$ cat config.mk
export PLATFORM = sky130hd
export DESIGN_NAME = rumble_effect_pulse_density_driver
export DESIGN_NICKNAME = d
export VERILOG_FILES = /design/src/rpdd_pkg.sv /design/src/rpdd_slot_table.sv /design/src/rpdd_scale.sv /design/src/rpdd_effect_core.sv /design/src/rumble_effect_pulse_density_driver.sv
export SDC_FILE = /design/constraint.sdc
export NUM_CORES = 2
export LEC_CHECK = 0
export ABC_AREA = 0
export BUFFER_PORTS_ARGS = -buffer_cell sky130_fd_sc_hd__buf_2
export CORE_UTILIZATION = 25
export CTS_CLUSTER_SIZE = 12
export DETAILED_ROUTE_END_ITERATION = 8
export PLACE_DENSITY = 0.45
export SYNTH_ARGS = -nofsm -noshare
export SYNTH_HDL_FRONTEND = slang
export SYNTH_SLANG_ARGS = --single-unit
$ cat constraint.sdc
create_clock -name clk -period 18.8 [get_ports clk]
set_clock_uncertainty 0.1 [all_clocks]
set_input_delay 1.88 -clock clk [delete_from_list [all_inputs] [get_ports clk]]
set_output_delay 1.88 -clock clk [all_outputs]
set_load 0.02 [all_outputs]
$ cat src/rpdd_pkg.sv
// Shared types, codes and constants of the rumble pulse-density driver.
package rpdd_pkg;

  localparam int SLOT_COUNT_DEF = 16;

  localparam logic [1:0] ACT_TICK   = 2'd0;
  localparam logic [1:0] ACT_UPLOAD = 2'd1;
  localparam logic [1:0] ACT_ERASE  = 2'd2;
  localparam logic [1:0] ACT_PLAY   = 2'd3;

  localparam logic [1:0] ST_DONE    = 2'd0;
  localparam logic [1:0] ST_REJECT  = 2'd1;
  localparam logic [1:0] ST_IGNORED = 2'd2;

  localparam logic [15:0] FULL_LEVEL = 16'hFFFF;

  localparam logic [6:0] STRENGTH_MAX   = 7'd100;
  localparam logic [6:0] STRENGTH_RESET = 7'd100;

  // Scaled product: magnitude * percent + rounding bias, below 2^23.
  localparam int          PROD_W     = 23;
  localparam logic [6:0]  ROUND_BIAS = 7'd50;
  // Divide by 100 as multiply by ceil(2^30 / 100), exact for PROD_W-bit inputs.
  localparam int          DIV_SHIFT  = 30;
  localparam int          RECIP_W    = 24;
  localparam logic [23:0] DIV_RECIP  = 24'd10737419;

  typedef struct packed {
    logic [1:0] action;
    logic [7:0] slot_id;
    logic       id_ok;
    logic       rumble;
    logic       start;
    logic       mag_zero;
    logic       used;
  } item_t;

  typedef struct packed {
    item_t       item;
    logic [15:0] level;
    logic [15:0] dur;
  } beat_t;

endpackage

$ cat src/rpdd_slot_table.sv
// Effect slot table: magnitude/duration memory, used bits and the input register.
module rpdd_slot_table #(
  parameter int SLOT_COUNT = rpdd_pkg::SLOT_COUNT_DEF
) (
  input  logic                  clk,
  input  logic                  rst_n,
  input  logic                  in_valid,
  output logic                  in_ready,
  input  logic [1:0]            in_action,
  input  logic [7:0]            in_slot_id,
  input  logic [15:0]           in_strong_magnitude,
  input  logic [15:0]           in_weak_magnitude,
  input  logic [15:0]           in_duration_ms,
  input  logic                  in_is_rumble_type,
  input  logic                  in_play_start,
  input  logic                  dn_ready,
  output logic                  dn_valid,
  output rpdd_pkg::beat_t       dn_beat
);

  localparam int IDX_W = (SLOT_COUNT > 1) ? $clog2(SLOT_COUNT) : 1;

  logic [31:0]           mem [SLOT_COUNT];
  logic [SLOT_COUNT-1:0] used_r;
  logic [31:0]           rd_r;
  rpdd_pkg::item_t       item_r;
  logic                  valid_r;

  logic [IDX_W-1:0] idx;
  logic             id_ok;
  logic [15:0]      mag;
  logic             accept;
  logic             wr_en;

  assign idx      = in_slot_id[IDX_W-1:0];
  assign id_ok    = in_slot_id < 8'(SLOT_COUNT);
  assign mag      = (in_strong_magnitude > in_weak_magnitude) ? in_strong_magnitude
                                                              : in_weak_magnitude;
  assign in_ready = !valid_r || dn_ready;
  assign accept   = in_valid && in_ready;
  assign wr_en    = accept && (in_action == rpdd_pkg::ACT_UPLOAD) && in_is_rumble_type && id_ok;

  // table write and registered read happen at the transfer edge
  always_ff @(posedge clk) begin
    if (wr_en) begin
      mem[idx] <= {mag, in_duration_ms};
    end
    if (accept) begin
      rd_r <= mem[idx];
    end
  end

  always_ff @(posedge clk) begin
    if (!rst_n) begin
      used_r <= '0;
    end else if (wr_en) begin
      used_r[idx] <= 1'b1;
    end else if (accept && (in_action == rpdd_pkg::ACT_ERASE) && id_ok) begin
      used_r[idx] <= 1'b0;
    end
  end

  always_ff @(posedge clk) begin
    if (accept) begin
      item_r.action   <= in_action;
      item_r.slot_id  <= in_slot_id;
      item_r.id_ok    <= id_ok;
      item_r.rumble   <= in_is_rumble_type;
      item_r.start    <= in_play_start;
      item_r.mag_zero <= (mag == 16'd0);
      item_r.used     <= id_ok && used_r[idx];
    end
  end

  always_ff @(posedge clk) begin
    if (!rst_n) begin
      valid_r <= 1'b0;
    end else if (in_ready) begin
      valid_r <= in_valid;
    end
  end

  assign dn_valid = valid_r;
  assign dn_beat  = {item_r, rd_r};

endmodule

$ cat src/rpdd_scale.sv
// Two-stage strength scaling: multiply by percent, then divide by 100 with rounding.
module rpdd_scale (
  input  logic            clk,
  input  logic            rst_n,
  input  logic            up_valid,
  output logic            up_ready,
  input  rpdd_pkg::beat_t up_beat,
  input  logic [6:0]      strength,
  input  logic            dn_ready,
  output logic            dn_valid,
  output rpdd_pkg::beat_t dn_beat
);

  localparam int QPROD_W = rpdd_pkg::PROD_W + rpdd_pkg::RECIP_W;

  logic                          v2_r;
  rpdd_pkg::beat_t               b2_r;
  logic [rpdd_pkg::PROD_W-1:0]   x2_r;
  logic                          v3_r;
  rpdd_pkg::beat_t               b3_r;

  logic                          s3_ready;
  logic [rpdd_pkg::PROD_W-1:0]   x2_nxt;
  logic [QPROD_W-1:0]            q_prod;

  assign s3_ready = !v3_r || dn_ready;
  assign up_ready = !v2_r || s3_ready;

  assign x2_nxt = rpdd_pkg::PROD_W'(up_beat.level) * rpdd_pkg::PROD_W'(strength)
                + rpdd_pkg::PROD_W'(rpdd_pkg::ROUND_BIAS);
  assign q_prod = QPROD_W'(x2_r) * QPROD_W'(rpdd_pkg::DIV_RECIP);

  always_ff @(posedge clk) begin
    if (up_valid && up_ready) begin
      b2_r <= up_beat;
      x2_r <= x2_nxt;
    end
    if (v2_r && s3_ready) begin
      b3_r.item  <= b2_r.item;
      b3_r.dur   <= b2_r.dur;
      b3_r.level <= q_prod[rpdd_pkg::DIV_SHIFT +: 16];
    end
  end

  always_ff @(posedge clk) begin
    if (!rst_n) begin
      v2_r <= 1'b0;
      v3_r <= 1'b0;
    end else begin
      if (up_ready) begin
        v2_r <= up_valid;
      end
      if (s3_ready) begin
        v3_r <= v2_r;
      end
    end
  end

  assign dn_valid = v3_r;
  assign dn_beat  = b3_r;

endmodule

$ cat src/rpdd_effect_core.sv
// Effect state, millisecond timer, density accumulator and result register.
module rpdd_effect_core #(
  parameter int SLOT_COUNT = rpdd_pkg::SLOT_COUNT_DEF
) (
  input  logic            clk,
  input  logic            rst_n,
  input  logic            up_valid,
  output logic            up_ready,
  input  rpdd_pkg::beat_t up_beat,
  input  logic            cfg_valid,
  input  logic [6:0]      cfg_data,
  output logic [6:0]      strength,
  input  logic            out_stall,
  output logic            out_valid,
  output logic            out_motor_drive,
  output logic [1:0]      out_status,
  output logic            out_effect_active,
  output logic [3:0]      out_active_slot
);

  localparam int IDX_W = (SLOT_COUNT > 1) ? $clog2(SLOT_COUNT) : 1;

  logic [6:0]       strength_r;
  logic             playing_r, armed_r, motor_r;
  logic [IDX_W-1:0] pslot_r;
  logic [15:0]      remain_r, target_r, acc_r;

  logic             playing_nxt, armed_nxt, motor_nxt;
  logic [IDX_W-1:0] pslot_nxt;
  logic [15:0]      remain_nxt, target_nxt, acc_nxt;
  logic [1:0]       status_nxt;

  logic             out_valid_r, motor_out_r, active_out_r;
  logic [1:0]       status_out_r;
  logic [3:0]       slot_out_r;

  logic             item_go, cfg_go, stop;
  logic [6:0]       cfg_clip;
  logic [IDX_W-1:0] idx;
  logic             hit;
  logic [15:0]      rem_dec;

  // one density step: returns {accumulator, motor level}
  function automatic logic [16:0] advance(input logic [15:0] target, input logic [15:0] acc);
    logic [16:0] sum;
    logic [16:0] res;
    sum = {1'b0, acc} + {1'b0, target};
    if (target == 16'd0) begin
      res = {acc, 1'b0};
    end else if (target == rpdd_pkg::FULL_LEVEL) begin
      res = {acc, 1'b1};
    end else if (sum >= {1'b0, rpdd_pkg::FULL_LEVEL}) begin
      res = {16'(sum - {1'b0, rpdd_pkg::FULL_LEVEL}), 1'b1};
    end else begin
      res = {sum[15:0], 1'b0};
    end
    return res;
  endfunction

  assign up_ready = !out_valid_r || !out_stall;
  assign item_go  = up_valid && up_ready;
  assign cfg_clip = (cfg_data > rpdd_pkg::STRENGTH_MAX) ? rpdd_pkg::STRENGTH_MAX : cfg_data;
  assign cfg_go   = cfg_valid && (cfg_clip != strength_r);
  assign idx      = up_beat.item.slot_id[IDX_W-1:0];
  assign hit      = playing_r && (pslot_r == idx);
  assign rem_dec  = (remain_r != 16'd0) ? remain_r - 16'd1 : remain_r;

  always_comb begin
    playing_nxt = playing_r;
    armed_nxt   = armed_r;
    motor_nxt   = motor_r;
    pslot_nxt   = pslot_r;
    remain_nxt  = remain_r;
    target_nxt  = target_r;
    acc_nxt     = acc_r;
    status_nxt  = rpdd_pkg::ST_DONE;
    stop        = 1'b0;

    if (item_go) begin
      case (up_beat.item.action)
        rpdd_pkg::ACT_TICK: begin
          if (armed_r && playing_r) begin
            remain_nxt = rem_dec;
            stop       = (rem_dec == 16'd0);
          end
          if (playing_r && !stop) begin
            {acc_nxt, motor_nxt} = advance(target_r, acc_r);
          end
        end
        rpdd_pkg::ACT_UPLOAD: begin
          if (!up_beat.item.rumble || !up_beat.item.id_ok) begin
            status_nxt = rpdd_pkg::ST_REJECT;
          end else if (hit && up_beat.item.mag_zero) begin
            stop = 1'b1;
          end
        end
        rpdd_pkg::ACT_ERASE: begin
          if (!up_beat.item.id_ok) begin
            status_nxt = rpdd_pkg::ST_REJECT;
          end else if (hit) begin
            stop = 1'b1;
          end
        end
        rpdd_pkg::ACT_PLAY: begin
          if (!up_beat.item.start) begin
            stop = 1'b1;
          end else if (!up_beat.item.id_ok || !up_beat.item.used) begin
            status_nxt = rpdd_pkg::ST_IGNORED;
          end else begin
            playing_nxt          = 1'b1;
            pslot_nxt            = idx;
            armed_nxt            = (up_beat.dur != 16'd0);
            remain_nxt           = up_beat.dur;
            target_nxt           = up_beat.level;
            {acc_nxt, motor_nxt} = advance(up_beat.level, 16'd0);
          end
        end
        default: begin
          status_nxt = rpdd_pkg::ST_DONE;
        end
      endcase
    end

    // a changed strength drops the running effect as well
    if (stop || cfg_go) begin
      playing_nxt = 1'b0;
      pslot_nxt   = '0;
      armed_nxt   = 1'b0;
      remain_nxt  = 16'd0;
      target_nxt  = 16'd0;
      acc_nxt     = 16'd0;
      motor_nxt   = 1'b0;
    end
  end

  always_ff @(posedge clk) begin
    if (!rst_n) begin
      strength_r <= rpdd_pkg::STRENGTH_RESET;
      playing_r  <= 1'b0;
      armed_r    <= 1'b0;
      motor_r    <= 1'b0;
      pslot_r    <= '0;
      remain_r   <= 16'd0;
      target_r   <= 16'd0;
      acc_r      <= 16'd0;
    end else begin
      if (cfg_valid) begin
        strength_r <= cfg_clip;
      end
      playing_r <= playing_nxt;
      armed_r   <= armed_nxt;
      motor_r   <= motor_nxt;
      pslot_r   <= pslot_nxt;
      remain_r  <= remain_nxt;
      target_r  <= target_nxt;
      acc_r     <= acc_nxt;
    end
  end

  always_ff @(posedge clk) begin
    if (item_go) begin
      motor_out_r  <= motor_nxt;
      status_out_r <= status_nxt;
      active_out_r <= playing_nxt;
      slot_out_r   <= playing_nxt ? 4'(pslot_nxt) : 4'd0;
    end
  end

  always_ff @(posedge clk) begin
    if (!rst_n) begin
      out_valid_r <= 1'b0;
    end else if (up_ready) begin
      out_valid_r <= up_valid;
    end
  end

  assign strength          = strength_r;
  assign out_valid         = out_valid_r;
  assign out_motor_drive   = motor_out_r;
  assign out_status        = status_out_r;
  assign out_effect_active = active_out_r;
  assign out_active_slot   = slot_out_r;

endmodule

$ cat src/rumble_effect_pulse_density_driver.sv
// Top level of the rumble effect driver with pulse-density motor switching.
//
//   channel  direction  handshake          payload
//   in_      sink       in_valid/in_stall  action, slot, magnitudes, duration, flags
//   out_     source     out_valid/out_stall motor level, status, active flag and slot
//   cfg_     sink       cfg_valid/cfg_ready strength percent (7 bits)
//
// One item per clock while out_stall stays low; a result passes the table read at
// the transfer edge, then the percent multiply, the divide-by-100 multiply and the
// effect state update before it enters the output register.
// Reset (rst_n low, synchronous) empties the pipeline, frees all slots, stops
// the motor and sets strength to 100 percent. Slot contents are not cleared.
// out_stall backs up stage by stage; in_stall rises only with every stage full.
module rumble_effect_pulse_density_driver #(
  parameter int SLOT_COUNT = rpdd_pkg::SLOT_COUNT_DEF
) (
  input  logic        clk,
  input  logic        rst_n,

  input  logic        in_valid,
  output logic        in_stall,
  input  logic [1:0]  in_action,
  input  logic [7:0]  in_slot_id,
  input  logic [15:0] in_strong_magnitude,
  input  logic [15:0] in_weak_magnitude,
  input  logic [15:0] in_duration_ms,
  input  logic        in_is_rumble_type,
  input  logic        in_play_start,

  output logic        out_valid,
  input  logic        out_stall,
  output logic        out_motor_drive,
  output logic [1:0]  out_status,
  output logic        out_effect_active,
  output logic [3:0]  out_active_slot,

  input  logic        cfg_valid,
  output logic        cfg_ready,
  input  logic [6:0]  cfg_strength_percent
);

  logic            in_ready;
  logic            s1_valid, s1_ready;
  rpdd_pkg::beat_t s1_beat;
  logic            s3_valid, s3_ready;
  rpdd_pkg::beat_t s3_beat;
  logic [6:0]      strength;

  // strength writes must arrive only while idle; unenforced, so take them at once
  assign cfg_ready = 1'b1;
  assign in_stall  = !in_ready;

  // stage 1: table update on upload/erase, registered read for play
  rpdd_slot_table #(
    .SLOT_COUNT (SLOT_COUNT)
  ) u_table (
    .clk                 (clk),
    .rst_n               (rst_n),
    .in_valid            (in_valid),
    .in_ready            (in_ready),
    .in_action           (in_action),
    .in_slot_id          (in_slot_id),
    .in_strong_magnitude (in_strong_magnitude),
    .in_weak_magnitude   (in_weak_magnitude),
    .in_duration_ms      (in_duration_ms),
    .in_is_rumble_type   (in_is_rumble_type),
    .in_play_start       (in_play_start),
    .dn_ready            (s1_ready),
    .dn_valid            (s1_valid),
    .dn_beat             (s1_beat)
  );

  // stages 2 and 3: rounded percent scaling of the stored magnitude
  rpdd_scale u_scale (
    .clk      (clk),
    .rst_n    (rst_n),
    .up_valid (s1_valid),
    .up_ready (s1_ready),
    .up_beat  (s1_beat),
    .strength (strength),
    .dn_ready (s3_ready),
    .dn_valid (s3_valid),
    .dn_beat  (s3_beat)
  );

  // stage 4: effect state, timer and accumulator; holds the result
  rpdd_effect_core #(
    .SLOT_COUNT (SLOT_COUNT)
  ) u_core (
    .clk               (clk),
    .rst_n             (rst_n),
    .up_valid          (s3_valid),
    .up_ready          (s3_ready),
    .up_beat           (s3_beat),
    .cfg_valid         (cfg_valid && cfg_ready),
    .cfg_data          (cfg_strength_percent),
    .strength          (strength),
    .out_stall         (out_stall),
    .out_valid         (out_valid),
    .out_motor_drive   (out_motor_drive),
    .out_status        (out_status),
    .out_effect_active (out_effect_active),
    .out_active_slot   (out_active_slot)
  );

endmodule

Word-level counts from Yosys, hierarchy flattened:

Memory sizes are Yosys's and may differ from the RTL's. A register that Yosys moved wholly into a read port is not among the register bits.
Index checks and enable logic that the tools add are counted.
Widths: inputs -> output; s select.

* multipliers: 2
* $lt $le $gt $ge: 7
* reductions and logical operators: 46
* $add $sub $neg: 5
* mux-type cells: 56
* equality and inequality tests: 15
* bitwise operators: 5

Operators with widths (count)
* $mux 16: 10
* $mux 17: 6
* $logic_not 16->1: 4
* $pmux 16 s2: 2
* $mul 23x24->46 const B: 1
* $eq 16x16->1 const B: 2
* $reduce_bool 16->1: 2
* $sub 16x16->16 const B: 2
* $mux 1: 25
* $add 23x6->23 const B: 1
* $mul 16x7->23: 1
* $mux 4: 5
* $add 16x16->17: 1
* $ge 17x16->1 const B: 1
* $and 16x16->16: 1
* $ge 16x16->1 const B: 1
* $gt 16x16->1: 1
* $logic_and 1x1->1: 16
* $not 16->16: 1
* $or 16x16->16: 1
* $sub 16x1->16 const B: 1
* $logic_not 1->1: 10
* $lt 8x5->1 const B: 1
* $ne 2x2->1 const B: 4
* other kinds (23): 36

* word-level logic and storage cells: 179
* memory bits (writable): 512
* register bits after elaboration: 194
* memories kept: 1

Memories
* u_table.mem: words 16, bits a word 32, rd ports 1, clocked after memory_dff 1, wr ports 1, RTL line rpdd_slot_table.sv:23 `logic [31:0] mem [SLOT_COUNT];`

Longest topological paths before layout:

* depth after elaboration: 12
* depth in mapped cells: 25
* mapped depth without buffers: 25

By module:

Synthesis repeated with hierarchy kept, for this count alone.

* cell total of the unflattened synthesis: 3080
* area, all modules: 43331.6 um^2

Modules (own cells, without submodules)
* rpdd_slot_table: sequential area each 17126.4 um^2, area each 22216.3 um^2, instances 1, cells each 950
* rpdd_scale: sequential area each 3072.9 um^2, area each 15796.4 um^2, instances 1, cells each 1431
* rpdd_effect_core: sequential area each 1501.4 um^2, area each 5303.8 um^2, instances 1, cells each 696
* rumble_effect_pulse_density_driver: sequential area each 0.0 um^2, area each 15.0 um^2, instances 1, cells each 3

Worst setup path after synthesis:

OpenSTA, ideal clock, no wires.

* path type: input port to flip-flop
* start point: in out_stall
* end point: mem u_table.mem[15][0] (enable)
* required time: 18277 ps
* stages on the path: 7
* path buffers: 0
* arrival: 6576 ps
* slack: 11701 ps
* setup time: 423 ps
* path through: and3_1 > and3_1 > nor2b_1 > nand2_1 > nor3_1 > nand3_1 > nor2_1

* cells in the longest elaborated chain, start to end: 11

RTL lines
* from (decl): RTL line rumble_effect_pulse_density_driver.sv:31 `input logic out_stall,`
* $logic_not 1->1: RTL line rpdd_effect_core.sv:60 `assign up_ready = !out_valid_r || !out_stall;`
* $logic_or 1x1->1: RTL line rpdd_effect_core.sv:60
* $logic_or 1x1->1: RTL line rpdd_scale.sv:26 `assign s3_ready = !v3_r || dn_ready;`
* $logic_or 1x1->1: RTL line rpdd_scale.sv:27 `assign up_ready = !v2_r || s3_ready;`
* $logic_or 1x1->1: RTL line rpdd_slot_table.sv:39 `assign in_ready = !valid_r || dn_ready;`
* $logic_and 1x1->1: RTL line rpdd_slot_table.sv:40 `assign accept = in_valid && in_ready;`
* named net u_table.accept: RTL line rpdd_slot_table.sv:32 `logic accept;`
* $logic_and 1x1->1 (3 in a row): RTL line rpdd_slot_table.sv:41 `assign wr_en = accept && (in_action == rpdd_pkg::ACT_UPLOAD) && in_is_rumble_type && id_ok;`
* $mux 1: RTL line rpdd_slot_table.sv:45 `if (wr_en) begin`
* $mux 1 (not written as such): RTL line rpdd_slot_table.sv:46 `mem[idx] <= {mag, in_duration_ms};`
* to (decl): RTL line rpdd_slot_table.sv:23

The timed path passes the listed nets, and every way through them passes these cells.

Worst setup path after layout:

* start point: reg u_scale.x2_r[6] (netlist bit)
* end point: reg u_scale.b3_r (netlist bit u_scale.dn_beat[29]) (data pin)

* cells in the longest elaborated chain, start to end: 1

RTL lines
* from (decl): RTL line rpdd_scale.sv:18 `logic [rpdd_pkg::PROD_W-1:0] x2_r;`
* from (signal assigned): RTL line rpdd_scale.sv:36 `x2_r <= x2_nxt;`
* $mul 23x24->46: RTL line rpdd_scale.sv:31 `assign q_prod = QPROD_W'(x2_r) * QPROD_W'(rpdd_pkg::DIV_RECIP);`
* named net u_scale.q_prod[43]: RTL line rpdd_scale.sv:24 `logic [QPROD_W-1:0] q_prod;`
* to (decl): RTL line rpdd_scale.sv:20 `rpdd_pkg::beat_t b3_r;`

The timed path passes the listed nets, and every way through them passes these cells.
A chain may end at the register's enable or synchronous reset.

==> metrics <==
status=complete, no violations; min Tclk post-route=7270 ps; Die Height=416 um; clock root buffer=clkbuf_16; top cells by area, synth=edfxtp_1 (46%), fa_1 (13%), ha_1 (9.5%); final WL=109 mm; DP Wirelength=77.2 mm; Final #Nets=3826; crit path buf inv count=6; Worst slew margin=23.8%; Worst Setup Start Kind=register; Synth Instances=just over 3000; Max stage delay on crit path=530 ps; Worst Path Arrival=7560 ps; setup bufs post-CTS=0; Syn. warnings=0; later-pin clock latency in the skew report=roughly 670 ps; CP required=19090 ps; share of synthesized registers carrying an async set or reset=0%; first-pass GRT wire length=168 mm; Slew @ Worst Pin=1140 ps; worst path cell trace=inv_1 > fa_1 > inv_1 > fa_1 > inv_1 > fa_1 > fa_1 > inv_1 > fa_1 > fa_1 > inv_1 > fa_1 > inv_1 > ha_1 > and4_1 > and3_1 > a311oi_1 > nand2_1 > o21ai_0 > a31oi_1 > a311o_1 > a21oi_1 > xnor2_1; H-tree levels=3; clk sinks=738; mapped cell area=0.0429 sq mm; grt ovf=0; Syn-to-layout area delta=13.8%; Final period util=38.7%; Max Fclk=138 MHz; Post-synth EDFFs=656; fillers=17058; I/O pin total=83; Max Transition Viols Final=0; worst setup path class=reg2reg; register area share after synthesis=49.8%; Hold Path Class=reg2reg; starting density of the core=25.2%; CTS Hold Bufs=0; cells resized by post-CTS repair=0; Post-Route Setup TNS=0 ps; Crit-path slowest cell=edfxtp_1; max-cap violation count=0; Most used DFF post-synth=edfxtp_1; Reg area=0.0213 sq mm; largest net degree at the start of global routing=62; # port buffers=81; Routed Antenna Nets=0; Wirelength per Cell=between 20 and 25 um; Via Count=approximately 24000; fraction of layout cells with a size suffix above 1=15.1%; Critical Path Fanout Max=7; Yosys cell types=between 90 and 100; Avg Inst Size Synth=14.1 sq um; final hold violation count=0; most frequent CP cell=fa_1; Core Region=0.170 sq mm; Total Routing Usage GR=12.7%; Synth area leader=edfxtp_1; GPL Wtd Cong=0.858; CTS tree=built; deepest clock path buffer count=3; Syn Nets=~3700; number of global-route vias before repair=about 26000; Multi-input gate area=approximately 0.020 sq mm; Final Setup Violations=0; Num CTS Buffers=84; area share of the largest cell type after synthesis=46.0%; die width=416 um; top-count cell post-synth=edfxtp_1; Cell Rows=~150; die outline area=0.173 sq mm; DRC Markers=0; RSZ-0062 raised after global routing=no; initial antenna violation count=21; delay-heaviest family, CP=adder cells; DRT iter0 DRCs=between 1000 and 1500; vias per cell=4.45; Synth Register Bits=738; most frequent cells after synthesis=edfxtp_1 (656), inv_1 (417), ha_1 (327); Initial DRT Pass Iterations=5; Clock Pin Slew Worst Setup and Hold Paths=60 ps; Crit. End Element=register
## placed cells by master (no fill, tap or decap), drive strengths merged, types with 14 or more instances in the layout
cell,instances
clkinv,29
dfxtp,82
buf,123
edfxtp,656
a211oi,19
a21oi,84
mux4,165
nor4,38
mux2,17
xnor2,39
nand3,41
a21o,23
nand4,25
ha,327
xor2,16
a22oi,14
fa,268
nor2,122
clkbuf,109
o21a,45
nor3,37
a31oi,14
nand2,161
o21ai,65
and2,74
inv,422
## worst register-to-register path: cells and delay by family (launching register included)
kind	cells	cell delay (ps)
buffers and inverters	6	440
adders and majority gates	8	3770
AOI/OAI and AO/OA	5	1530
xor gates and xnor gates	1	90
and+or+nand+nor	3	510
DFF	1	530
## state kept, by name (all words and copies together), names as in the netlist, 2 cells and up, named ones only
register	cells
u_table.mem	512
u_scale.dn_beat	43
u_table.rd_r	32
u_scale.b2_r	27
u_scale.x2_r	23
u_core.acc_r	16
u_core.remain_r	16
u_core.target_r	16
u_table.dn_beat	11
u_core.strength	7
u_core.out_active_slot	4
u_core.pslot_r	4
u_core.out_status	2
## through the flow
step / area, sq um / setup slack, ps / hold WS (ps) / util [%] / instances
floorplan: 42900 / 11700 / 300 / - / 3048
global placement: 46100 / 11500 / 301 / 27.1 / 5291
detailed placement: 46100 / 11450 / 305 / 27.1 / 5291
CTS: 48800 / 11400 / 314 / 28.7 / 5442
global route: 48800 / 11040 / 320 / 28.7 / 5442
finish: 48800 / 11530 / 311 / 28.7 / 5444
## area by class of cell
class / instances / share of cell area [%]
Antenna cell: 2 / 0.0103
Tap cell: 2218 / 5.69
Timing Repair Buffer: 123 / 1.52
Inverter: 417 / 3.21
Multi-Input combinational cell: 1795 / 40.3
Clock inverter: 42 / 0.936
Sequential cell: 738 / 43.7
Clock buffer: 109 / 4.56
## metal layers
layer	global-route usage, %	vias up	share of wire (%)
li1	-	11334	-
met1	16.4	12357	44
met5	0	-	0.062
met3	1.83	139	3.2
met2	22.5	369	51
met4	2.83	10	2.0
## final timing paths
| kind | slack (ps) | to | depth (start not counted) | startpoint |
|---|---|---|---|---|
| hold / removal | 310 | u_scale.b2_r[34]$_DFFE_PP_ | 0 | u_table.dn_beat[34]$_DFFE_PP_ |
| setup / recovery | 11530 | u_scale.dn_beat[29]$_DFFE_PP_ | 23 | u_scale.x2_r[6]$_DFFE_PP_ |
| setup reg to reg | 11530 | u_scale.dn_beat[29]$_DFFE_PP_ | 23 | u_scale.x2_r[6]$_DFFE_PP_ |
| hold reg to reg | 310 | u_scale.b2_r[34]$_DFFE_PP_ | 0 | u_table.dn_beat[34]$_DFFE_PP_ |
## cell families after synthesis
family                   synth area share [%]
other                                 0.00875
AND/OR/NAND/NOR                          7.09
buffers and inverters                    4.65
flip-flops                               49.8
adder cells (fa/ha/maj)                  22.1
multiplexers                             9.30
AO/OA/AOI/OAI                            5.97
XOR/XNOR                                 1.12
Power is not shown: default switching activity piles up to over one toggle a cycle in this logic, so the estimate is an artifact.
